===== src/design/sha_pkg.sv =====
`timescale 1ns / 1ps
`default_nettype none
// ----------------------------------------------------------------------------
// SHA-256 package
// Shared types, constants and round functions of the SHA-256 stream hasher.
// ----------------------------------------------------------------------------
package sha_pkg;

	typedef struct packed {
		logic [31:0] data_word;
		logic [2:0]  byte_count;
		logic        last_word;
	} in_beat_t;

	typedef struct packed {
		logic [31:0] digest_word;
		logic [2:0]  word_index;
		logic        digest_last;
	} out_beat_t;

	// Work unit handed from front to back: a word to place in the block buffer.
	typedef struct packed {
		logic [31:0] word;
		logic [3:0]  pos;
		logic        compress;  // compress after writing this word
		logic        emit;      // emit digest after that compression
	} job_t;

	localparam int QueueDepth = 4;
	localparam int QueueAw    = 2;

	function automatic logic [31:0] rotr(input logic [31:0] x, input int n);
		rotr = (x >> n) | (x << (32 - n));
	endfunction

	function automatic logic [31:0] round_k(input logic [5:0] i);
		logic [31:0] k [64];
		k = '{
			32'h428a2f98, 32'h71374491, 32'hb5c0fbcf, 32'he9b5dba5,
			32'h3956c25b, 32'h59f111f1, 32'h923f82a4, 32'hab1c5ed5,
			32'hd807aa98, 32'h12835b01, 32'h243185be, 32'h550c7dc3,
			32'h72be5d74, 32'h80deb1fe, 32'h9bdc06a7, 32'hc19bf174,
			32'he49b69c1, 32'hefbe4786, 32'h0fc19dc6, 32'h240ca1cc,
			32'h2de92c6f, 32'h4a7484aa, 32'h5cb0a9dc, 32'h76f988da,
			32'h983e5152, 32'ha831c66d, 32'hb00327c8, 32'hbf597fc7,
			32'hc6e00bf3, 32'hd5a79147, 32'h06ca6351, 32'h14292967,
			32'h27b70a85, 32'h2e1b2138, 32'h4d2c6dfc, 32'h53380d13,
			32'h650a7354, 32'h766a0abb, 32'h81c2c92e, 32'h92722c85,
			32'ha2bfe8a1, 32'ha81a664b, 32'hc24b8b70, 32'hc76c51a3,
			32'hd192e819, 32'hd6990624, 32'hf40e3585, 32'h106aa070,
			32'h19a4c116, 32'h1e376c08, 32'h2748774c, 32'h34b0bcb5,
			32'h391c0cb3, 32'h4ed8aa4a, 32'h5b9cca4f, 32'h682e6ff3,
			32'h748f82ee, 32'h78a5636f, 32'h84c87814, 32'h8cc70208,
			32'h90befffa, 32'ha4506ceb, 32'hbef9a3f7, 32'hc67178f2};
		round_k = k[i];
	endfunction

	function automatic logic [31:0] init_h(input logic [2:0] i);
		logic [31:0] h [8];
		h = '{32'h6a09e667, 32'hbb67ae85, 32'h3c6ef372, 32'ha54ff53a,
			32'h510e527f, 32'h9b05688c, 32'h1f83d9ab, 32'h5be0cd19};
		init_h = h[i];
	endfunction

endpackage
`default_nettype wire


===== src/design/sha_front.sv =====
`timescale 1ns / 1ps
`default_nettype none
// ----------------------------------------------------------------------------
// SHA-256 front end
// Accepts message beats, pads the last one, tracks the length and issues
// block-buffer writes to the back end queue.
// ----------------------------------------------------------------------------
module sha_front (
	input  wire logic             clk,
	input  wire logic             arst_n,
	input  wire sha_pkg::in_beat_t in_beat,
	input  wire logic             in_valid,
	output logic                  in_stall,
	output sha_pkg::job_t         job,
	output logic                  job_valid,
	input  wire logic             job_full
);
	import sha_pkg::*;

	typedef enum logic [2:0] {
		S_TAKE, S_EXTRA, S_ZERO, S_LEN_HI, S_LEN_LO
	} state_t;

	state_t      state_q;
	logic [60:0] bytes_q;
	logic [3:0]  pos_q;
	logic [63:0] bits;
	logic [2:0]  cnt;
	logic [31:0] keep;
	logic [31:0] padded;
	logic [60:0] nbytes;

	assign bits = {bytes_q, 3'b000};
	assign in_stall = (state_q != S_TAKE) || job_full;

	always_comb begin
		cnt = (in_beat.byte_count > 3'd4) ? 3'd4 : in_beat.byte_count;
		if (!in_beat.last_word)
			cnt = 3'd4;
		unique case (cnt)
			3'd0: keep = 32'h0000_0000;
			3'd1: keep = 32'hff00_0000;
			3'd2: keep = 32'hffff_0000;
			3'd3: keep = 32'hffff_ff00;
			default: keep = 32'hffff_ffff;
		endcase
		unique case (cnt)
			3'd0: padded = 32'h8000_0000;
			3'd1: padded = (in_beat.data_word & keep) | 32'h0080_0000;
			3'd2: padded = (in_beat.data_word & keep) | 32'h0000_8000;
			3'd3: padded = (in_beat.data_word & keep) | 32'h0000_0080;
			default: padded = in_beat.data_word;
		endcase
		nbytes = bytes_q + {58'd0, cnt};
	end

	always_comb begin
		job = '0;
		job_valid = 1'b0;
		unique case (state_q)
			S_TAKE: begin
				job_valid = in_valid;
				job.word = padded;
				job.pos = pos_q;
				if (!in_beat.last_word) begin
					job.compress = (pos_q == 4'd15);
				end else if (cnt == 3'd4) begin
					job.compress = (pos_q == 4'd15);
				end else begin
					job.compress = (pos_q == 4'd15);
				end
			end
			S_EXTRA: begin
				job_valid = 1'b1;
				job.word = 32'h8000_0000;
				job.pos = pos_q;
				job.compress = (pos_q == 4'd15);
			end
			S_ZERO: begin
				job_valid = 1'b1;
				job.word = '0;
				job.pos = pos_q;
				job.compress = (pos_q == 4'd15);
			end
			S_LEN_HI: begin
				job_valid = 1'b1;
				job.word = bits[63:32];
				job.pos = 4'd14;
			end
			default: begin
				job_valid = 1'b1;
				job.word = bits[31:0];
				job.pos = 4'd15;
				job.compress = 1'b1;
				job.emit = 1'b1;
			end
		endcase
	end

	always_ff @(posedge clk or negedge arst_n) begin
		if (!arst_n) begin
			state_q <= S_TAKE;
			bytes_q <= '0;
			pos_q <= '0;
		end else if (!job_full) begin
			unique case (state_q)
				S_TAKE: begin
					if (in_valid) begin
						bytes_q <= nbytes;
						pos_q <= pos_q + 4'd1;
						if (in_beat.last_word) begin
							if (cnt == 3'd4)
								state_q <= S_EXTRA;
							else if (pos_q == 4'd13)
								state_q <= S_LEN_HI;
							else
								state_q <= S_ZERO;
						end
					end
				end
				S_EXTRA: begin
					pos_q <= pos_q + 4'd1;
					state_q <= (pos_q == 4'd13) ? S_LEN_HI : S_ZERO;
				end
				S_ZERO: begin
					pos_q <= pos_q + 4'd1;
					if (pos_q == 4'd13)
						state_q <= S_LEN_HI;
				end
				S_LEN_HI: begin
					state_q <= S_LEN_LO;
				end
				default: begin
					state_q <= S_TAKE;
					pos_q <= '0;
					bytes_q <= '0;
				end
			endcase
		end
	end

endmodule
`default_nettype wire


===== src/design/sha_queue.sv =====
`timescale 1ns / 1ps
`default_nettype none
// ----------------------------------------------------------------------------
// SHA-256 job queue
// Short FIFO between the front end and the compression back end.
// ----------------------------------------------------------------------------
module sha_queue (
	input  wire logic          clk,
	input  wire logic          arst_n,
	input  wire sha_pkg::job_t wr_job,
	input  wire logic          wr_en,
	output logic               full,
	output sha_pkg::job_t      rd_job,
	output logic               rd_valid,
	input  wire logic          rd_en
);
	import sha_pkg::*;

	job_t               mem_q [QueueDepth];
	logic [QueueAw-1:0] wp_q;
	logic [QueueAw-1:0] rp_q;
	logic [QueueAw:0]   cnt_q;
	logic               push;
	logic               pop;

	assign full = (cnt_q == (QueueAw+1)'(QueueDepth));
	assign rd_valid = (cnt_q != '0);
	assign rd_job = mem_q[rp_q];
	assign push = wr_en && !full;
	assign pop = rd_en && rd_valid;

	always_ff @(posedge clk) begin
		if (push)
			mem_q[wp_q] <= wr_job;
	end

	always_ff @(posedge clk or negedge arst_n) begin
		if (!arst_n) begin
			wp_q <= '0;
			rp_q <= '0;
			cnt_q <= '0;
		end else begin
			if (push)
				wp_q <= wp_q + 1'b1;
			if (pop)
				rp_q <= rp_q + 1'b1;
			cnt_q <= cnt_q + (QueueAw+1)'(push) - (QueueAw+1)'(pop);
		end
	end

endmodule
`default_nettype wire


===== src/design/sha_core.sv =====
`timescale 1ns / 1ps
`default_nettype none
// ----------------------------------------------------------------------------
// SHA-256 compression back end
// Writes block words, runs 64 rounds per block, one round per cycle, and
// emits the digest words through an output register.
// ----------------------------------------------------------------------------
module sha_core (
	input  wire logic              clk,
	input  wire logic              arst_n,
	input  wire sha_pkg::job_t     job,
	input  wire logic              job_valid,
	output logic                   job_take,
	output sha_pkg::out_beat_t     out_beat,
	output logic                   out_valid,
	input  wire logic              out_stall
);
	import sha_pkg::*;

	typedef enum logic [1:0] {S_LOAD, S_ROUND, S_ADD, S_EMIT} state_t;

	state_t      state_q;
	logic [31:0] w_q [16];
	logic [31:0] h_q [8];
	logic [31:0] v_q [8];
	logic [5:0]  rnd_q;
	logic        emit_q;
	logic [2:0]  idx_q;
	logic [31:0] wt;
	logic [31:0] wnew;
	logic [31:0] t1;
	logic [31:0] t2;
	logic [31:0] s0;
	logic [31:0] s1;

	assign job_take = (state_q == S_LOAD) && job_valid;

	always_comb begin
		s0 = rotr(w_q[1], 7) ^ rotr(w_q[1], 18) ^ (w_q[1] >> 3);
		s1 = rotr(w_q[14], 17) ^ rotr(w_q[14], 19) ^ (w_q[14] >> 10);
		wnew = w_q[0] + s0 + w_q[9] + s1;
		wt = w_q[0];
		t1 = v_q[7] + (rotr(v_q[4], 6) ^ rotr(v_q[4], 11) ^ rotr(v_q[4], 25))
			+ ((v_q[4] & v_q[5]) ^ (~v_q[4] & v_q[6])) + round_k(rnd_q) + wt;
		t2 = (rotr(v_q[0], 2) ^ rotr(v_q[0], 13) ^ rotr(v_q[0], 22))
			+ ((v_q[0] & v_q[1]) ^ (v_q[0] & v_q[2]) ^ (v_q[1] & v_q[2]));
	end

	always_ff @(posedge clk) begin
		if (job_take) begin
			w_q[job.pos] <= job.word;
		end else if (state_q == S_ROUND) begin
			for (int i = 0; i < 15; i++)
				w_q[i] <= w_q[i+1];
			w_q[15] <= wnew;
		end
	end

	always_ff @(posedge clk or negedge arst_n) begin
		if (!arst_n) begin
			state_q <= S_LOAD;
			rnd_q <= '0;
			emit_q <= 1'b0;
			idx_q <= '0;
			out_valid <= 1'b0;
			out_beat <= '0;
			for (int i = 0; i < 8; i++) begin
				h_q[i] <= init_h(3'(i));
				v_q[i] <= '0;
			end
		end else begin
			unique case (state_q)
				S_LOAD: begin
					if (job_valid && job.compress) begin
						emit_q <= job.emit;
						rnd_q <= '0;
						for (int i = 0; i < 8; i++)
							v_q[i] <= h_q[i];
						state_q <= S_ROUND;
					end
				end
				S_ROUND: begin
					v_q[7] <= v_q[6];
					v_q[6] <= v_q[5];
					v_q[5] <= v_q[4];
					v_q[4] <= v_q[3] + t1;
					v_q[3] <= v_q[2];
					v_q[2] <= v_q[1];
					v_q[1] <= v_q[0];
					v_q[0] <= t1 + t2;
					rnd_q <= rnd_q + 6'd1;
					if (rnd_q == 6'd63)
						state_q <= S_ADD;
				end
				S_ADD: begin
					for (int i = 0; i < 8; i++)
						h_q[i] <= h_q[i] + v_q[i];
					idx_q <= '0;
					state_q <= emit_q ? S_EMIT : S_LOAD;
				end
				default: begin
					if (!out_valid || !out_stall) begin
						out_valid <= 1'b1;
						out_beat.digest_word <= h_q[idx_q];
						out_beat.word_index <= idx_q;
						out_beat.digest_last <= (idx_q == 3'd7);
						idx_q <= idx_q + 3'd1;
						if (idx_q == 3'd7) begin
							for (int i = 0; i < 8; i++)
								h_q[i] <= init_h(3'(i));
							state_q <= S_LOAD;
						end
					end
				end
			endcase
			if (state_q != S_EMIT && out_valid && !out_stall)
				out_valid <= 1'b0;
		end
	end

endmodule
`default_nettype wire


===== src/design/sha256_stream_hasher.sv =====
`timescale 1ns / 1ps
`default_nettype none
// ----------------------------------------------------------------------------
// SHA-256 stream hasher
// Each 16-word block costs 16 block-buffer writes plus a compression loop of
// 64 rounds, one round per cycle, and one add; the core takes no words meanwhile.
// From the last word to the first digest beat lie up to two compressions plus
// the padding writes; digest beats then leave one per cycle while out_stall is low.
// Reset: hash returns to the initial values, length and queue clear.
// ----------------------------------------------------------------------------
module sha256_stream_hasher (
	input  wire logic               clk,
	input  wire logic               arst_n,
	input  wire sha_pkg::in_beat_t  in_data,
	input  wire logic               in_valid,
	output logic                    in_stall,
	output sha_pkg::out_beat_t      out_data,
	output logic                    out_valid,
	input  wire logic               out_stall
);
	import sha_pkg::*;

	job_t f_job;
	logic f_valid;
	logic q_full;
	job_t q_job;
	logic q_valid;
	logic q_take;

	sha_front u_front (
		.clk(clk), .arst_n(arst_n), .in_beat(in_data), .in_valid(in_valid),
		.in_stall(in_stall), .job(f_job), .job_valid(f_valid), .job_full(q_full)
	);

	sha_queue u_queue (
		.clk(clk), .arst_n(arst_n), .wr_job(f_job), .wr_en(f_valid),
		.full(q_full), .rd_job(q_job), .rd_valid(q_valid), .rd_en(q_take)
	);

	sha_core u_core (
		.clk(clk), .arst_n(arst_n), .job(q_job), .job_valid(q_valid),
		.job_take(q_take), .out_beat(out_data), .out_valid(out_valid),
		.out_stall(out_stall)
	);

endmodule
`default_nettype wire

===== config.mk =====
export PLATFORM = sky130hd
export DESIGN_NAME = sha256_stream_hasher
export DESIGN_NICKNAME = d
export VERILOG_FILES = /design/src/design/sha_pkg.sv /design/src/design/sha_front.sv /design/src/design/sha_queue.sv /design/src/design/sha_core.sv /design/src/design/sha256_stream_hasher.sv
export SDC_FILE = /design/constraint.sdc
export NUM_CORES = 2
export LEC_CHECK = 0
export BUFFER_PORTS_ARGS = -buffer_cell sky130_fd_sc_hd__buf_2
export CELL_PAD_IN_SITES_DETAIL_PLACEMENT = 2
export CELL_PAD_IN_SITES_GLOBAL_PLACEMENT = 2
export CORE_UTILIZATION = 43
export DETAILED_ROUTE_END_ITERATION = 6
export PLACE_DENSITY_LB_ADDON = 0.05
export SETUP_SLACK_MARGIN = 0.5
export SLEW_MARGIN = 20
export SYNTH_ARGS = -nofsm -noshare
export SYNTH_HDL_FRONTEND = slang
export SYNTH_SLANG_ARGS = --single-unit

===== constraint.sdc =====
create_clock -name clk -period 11.75 [get_ports clk]
set_input_delay 2.35 -clock clk [delete_from_list [all_inputs] [get_ports clk]]
set_output_delay 2.35 -clock clk [all_outputs]
set_load 0.02 [all_outputs]

Word level (Yosys, flattened, before mapping)
Memory sizes are Yosys's and may differ from the RTL's.
Index checks and enable logic that the tools add are counted.

storage, ports and cells
  bits in read-only memories = 2,048
  bits of input ports = 40
  memory bits (writable) = 664
  register bits after elaboration = 636
  memories = 3
  output and inout bits = 38

cells by class
  eq/ne operators = 21
  bitwise logic cells = 35
  reduce and logical (&&, ||, !) cells = 39
  muxes and demuxes = 51
  order comparisons = 3
  add/subtract/negate cells = 26

memories
  memory            words  width  read ports  clocked after memory_dff  wr ports  RTL line         RTL
  (name not given)  64     32     1           0                         0         sha_pkg.sv:55    round_k = k[i];
  u_core.w_q        16     32     16          0                         16        sha_core.sv:23   logic [31:0] w_q [16];
  u_queue.mem_q     4      38     1           0                         1         sha_queue.sv:19  job_t mem_q [QueueDepth];

operators by type and width
  cell              count
  $pmux 256 s2      2
  $mux 256          3
  $add 32x32->32    18
  $xor 32x32->32    9
  $pmux 32 s4       2
  $and 32x32->32    6
  $mux 32           5
  $pmux 36 s4       1
  $pmux 61 s2       1
  $bmux 32 s3       1
  $add 61x3->61     1
  $mux 61           1
  $not 32->32       1
  $or 10x32->32     1
  $or 13x32->32     1
  $or 14x32->32     1
  $or 15x32->32     1
  $or 19x32->32     1
  $or 21x32->32     1
  $or 25x32->32     1
  $or 26x32->32     1
  $or 30x32->32     1
  $or 7x32->32      1
  $reduce_or 32->1  1
  48 further kinds  113

Depth between registers and ports, before layout
  depth in word-level cells = 9
  mapped depth = 40
  depth with buffers taken out = 39

Cells and area by module
A second synthesis with hierarchy kept.

unflattened totals
  cells, all modules = 8,069
  area, all modules = 82,460.3 um^2

by module, submodules not included
  module     area each (um^2)  cells an instance  seq. area each (um^2)  times used
  sha_core   72,039.1          7,310              29,583.4               1
  sha_queue  6,002.0           239                4,739.5                1
  sha_front  4,419.2           520                1,701.6                1

Worst setup path before layout
No wires, ideal clock.

  path type = register to register
  start point = register u_core.rnd_q[0]
  end point = register u_core.v_q[252] in the netlist's numbering
  stages on the path, launching flop included = 35
  library setup time = 136 ps
  path slack = 3,466 ps
  arrival time = 8,148 ps
  buffers on the path = 2
  period minus slack after synthesis = 8,284 ps
  path through = dfrtp_1 -> clkbuf_1 -> clkinv_1 -> ha_1 -> clkbuf_1 -> nor2_1 -> nor3_1 -> a21oi_1 -> mux4_2 -> fa_1 -> inv_1 -> fa_1 -> fa_1 -> inv_1 -> ha_1 -> a21o_1 -> a21o_1 -> a21o_1 -> a21oi_1 -> o21bai_1 -> o311ai_2 -> or2b_1 -> a21oi_1 -> xnor2_1 -> fa_1 -> ha_1 -> a21o_1 -> a211o_1 -> or3_1 -> inv_1 -> o31ai_1 -> a31o_2 -> a21oi_1 -> xor2_1 -> o21ai_0

between the ends
  cells in the longest elaborated chain, start to end = 8

RTL lines
  what                                         RTL line        RTL
  start, declared                              sha_core.sv:26  logic [5:0] rnd_q;
  start signal, assigned                       sha_core.sv:91  rnd_q <= rnd_q + 6'd1;
  $not 6->7 (not written as such)              sha_pkg.sv:55
  $mem_v2 64x32                                n/a
  $mux 32 (not written as such) (2 in series)  sha_pkg.sv:55
  $add 32x32->32 (2 in series)                 sha_core.sv:44  + ((v_q[4] & v_q[5]) ^ (~v_q[4] & v_q[6])) + round_k(rnd_q) + wt;
  $add 32x32->32                               sha_core.sv:90  v_q[0] <= t1 + t2;
  $pmux 256 s2                                 sha_core.sv:72  unique case (state_q)
  end signal, assigned by index                sha_core.sv:78  v_q[i] <= h_q[i];
  end, declared                                sha_core.sv:25  logic [31:0] v_q [8];

Every way passes these cells. The select of a mux whose other input is x is not followed.
A chain may end at the register's enable or synchronous reset.

Final worst setup path
  start point = register u_core.rnd_q[1]
  end point = register u_core.v_q[252] in the netlist's numbering

The elaborated chain is that of the path after synthesis.

==> metrics.yaml <==
syn_nets: 8565
std_cell_rows: 159
tritoncts: "done"
hp-class: "reg2reg"
fin_skew_ps: 56.8
ff_latch_area_mm2: 0.0360
setup_viol: 0
drt_iter0_markers: 4309
hold_viol_final: 0
critPathSlowestCell: "ha_1"
cts-root-buf: "clkbuf_16"
clkSlewWorstSetupHoldPaths_ps: 80
synthTopCellsByArea: "edfxtp_1 (24%), dfrtp_1 (15%), ha_1 (6.2%), a21o_1 (5.9%), fa_1 (4.8%)"
critical-path-top-delay-family: "adder cells"
end_kind: "register"
post_drt_wl_per_cell_um: 32.1
die_h_um: 437
dp_hpwl_um: 239000
cp.arrival_ps: 10480
r2r_cells: 32
relSlewSlack_pct: 19.1
clkLatencyLatePin_ps: 850
layout_commonest_cell: "nand2_1"
synth_edf_count: 664
grt_pass1_wl_um: 494000
grt_use_total_pct: 34.9
layout-drive-gt1-share_pct: 10.2
wl_um: 335000
synthFlopType: "edfxtp_1"
core_mm2: 0.188
cts_sinks: 1300
r2r-end: "u_core.v_q[252]$_DFFE_PN0P_"
grt_pass1_vias: 70995
fin_tns_setup_ps: 0
tightestPinTransition_ps: 1210
rsz0062_at_grt: "false"
die-area_mm2: 0.191
die_w_um: 437
initial_utilization_pct: 43.3
fill_cells: 19252
cts_buffer_depth: 3
boundaryPins: 78
place.gp.congestion: 0.923
port_buffers: 77
hold_depth: 2
cap_violations: 0
holdPathEnd: "u_core.out_beat[27]$_DFFE_PN0P_"
cp_max_fo: 19
status: "complete, but fails checks"
ys_seq_area_share_pct: 44.3
regToRegSetupSlack_ps: 1940
r2r_start: "u_core.rnd_q[1]$_DFFE_PN0P_"
async_flop_share_pct: 48.9
fmax_mhz: 102
ctsResizeCount: 0
multi_input_area_mm2: 0.0426
grt_max_degree: 212
numCtsBuffers: 157
netlist.area_leader.share_pct: 24.5
overflow: 0
remaining_drc_errors: 45
layout_setup_ws_ps: 1940
final_cell_mix: "nand2_1 (876), edfxtp_1 (664), a21o_1 (643), nor2_1 (637), dfrtp_1 (493)"
drtPass1Iterations: 7
yosysWarnings: 0
syn2layout_area_growth_pct: 10.1
finalCritPeriodShare_pct: 83.5
ctsHtreeMaxLevel: 4
synth_cell_types: 100
violations: "design-rule violations"
syn_area_per_cell_um2: 10.3
worstSetupStartpointType: "register"
yosys.area.top_type: "edfxtp_1"
cp_slowest_stage_delay_ps: 790
syn_area_mm2: 0.0814
postCtsSetupRepairBufs: 0
synth_seq_cells: 1300
hold_start: "u_core.out_beat[27]$_DFFE_PN0P_"
period_needed_ps: 9810
fin_hold_ws_ps: 474
vias_per_cell: 6.18
worst-path-buf-inv: 3
cp.required_ps: 12420
nNetsFinal: 8427
via_count: 64339
cts_hold_buf: 0
antenna_found_initial: 7
path_class: "reg2reg"
synthCells: 7925
drv_slew: 0
ant_nets: 0
place_ws_ps: 2100
[Yosys cell counts (32+ instances only)]
| cell type | number |
|---|---|
| nand2_1 | 879 |
| mux2i_1 | 52 |
| nor3_1 | 73 |
| o21ai_0 | 424 |
| xnor2_1 | 391 |
| o21a_1 | 63 |
| a31oi_1 | 263 |
| edfxtp_1 | 664 |
| mux4_2 | 107 |
| o21bai_1 | 56 |
| a21o_1 | 643 |
| clkbuf_1 | 413 |
| ha_1 | 403 |
| nor2_1 | 639 |
| fa_1 | 197 |
| a21oi_1 | 483 |
| and3_1 | 48 |
| dfstp_2 | 136 |
| a211oi_1 | 46 |
| a22oi_1 | 39 |
| xor2_1 | 232 |
| nor2b_1 | 53 |
| and2_1 | 65 |
| dfrtp_1 | 500 |
| nand3_1 | 79 |
| buf_1 | 35 |
| or3_1 | 32 |
| buf_2 | 33 |
| inv_1 | 306 |
| nand2b_1 | 85 |
[state kept, by name, summed over array words and instances, names as in the netlist]
signal	flops
u_front.bytes_q	61
u_core.h_q	256
u_core.v_q	256
u_core.emit_q	1
u_core.rnd_q	6
u_queue.mem_q	152
u_core.idx_q	3
u_front.state_q	3
u_core.out_beat	36
u_front.pos_q	4
u_core.state_q	2
u_core.out_valid	1
u_core.w_q	512
u_queue.wp_q	2
u_queue.cnt_q	3
u_queue.rp_q	2
[layout make-up]
cell class                      count  area share (%)
Inverter                          310            1.30
Antenna cell                        5          0.0140
Clock buffer                      218            4.95
Sequential cell                  1300            40.2
Tap cell                         2495            3.49
Multi-Input combinational cell   5834            47.6
Timing Repair Buffer              184            1.44
Clock inverter                     70            1.01
[cell families (layout without fill, tap and decap cells)]
kind of cell,count (synthesis),after routing,share of synthesized area [%]
multiplexers,184,184,3.95
AO/OA/AOI/OAI,2358,2358,19.1
flip-flops,1300,1300,44.3
other,0,5,0
XOR/XNOR,623,623,6.70
buffers and inverters,791,782,3.70
AND/OR/NAND/NOR,2048,2048,10.9
adder cells (fa/ha/maj),621,621,11.3
[how the worst max path moves through the flow]
stage / start / to / slack [ps] / cells past startpoint
4_1_cts: u_core.rnd_q[1]$_DFFE_PN0P_ / u_core.v_q[255]$_DFFE_PN0P_ / 2030 / 35
5_1_grt: u_core.rnd_q[1]$_DFFE_PN0P_ / u_core.v_q[255]$_DFFE_PN0P_ / 1420 / 34
3_3_place_gp: u_core.rnd_q[1]$_DFFE_PN0P_ / u_core.v_q[255]$_DFFE_PN0P_ / 2210 / 37
3_5_place_dp: u_core.rnd_q[1]$_DFFE_PN0P_ / u_core.v_q[252]$_DFFE_PN0P_ / 2100 / 33
2_1_floorplan: u_core.rnd_q[0]$_DFFE_PN0P_ / u_core.v_q[252]$_DFFE_PN0P_ / 3470 / 34
6_report: u_core.rnd_q[1]$_DFFE_PN0P_ / u_core.v_q[252]$_DFFE_PN0P_ / 1940 / 32
[metal layers]
metal  track usage (%)  routed length (um)  vias up  share of wire, %
li1                  -                   -    28110                 -
met4              18.1               19800        6               5.9
met1              42.0              134000    33937                40
met2              60.7              168000     1565                50
met5                 0                  49        -             0.015
met3              4.84               13200      721               4.0
[tightest hold or removal path, stage by stage, from the launching register on]
cell,delay [ps]
dfrtp_1,330
nand2_1,50
o21ai_0,60
[metrics by stage]
| stage | instances | cell area, um^2 | util [%] |
|---|---|---|---|
| final | 10416 | 89600 | 47.7 |
| after global routing | 10413 | 89600 | 47.7 |
| after CTS | 10410 | 89500 | 47.7 |
| after detailed placement | 10122 | 84200 | 44.8 |
| after global placement | 10122 | 84200 | 44.8 |
| after floorplan | 7925 | 81400 | - |
Power is left out: the tool's default activity adds up to more than one toggle a clock period on the data nets, which glitch-free logic cannot reach.
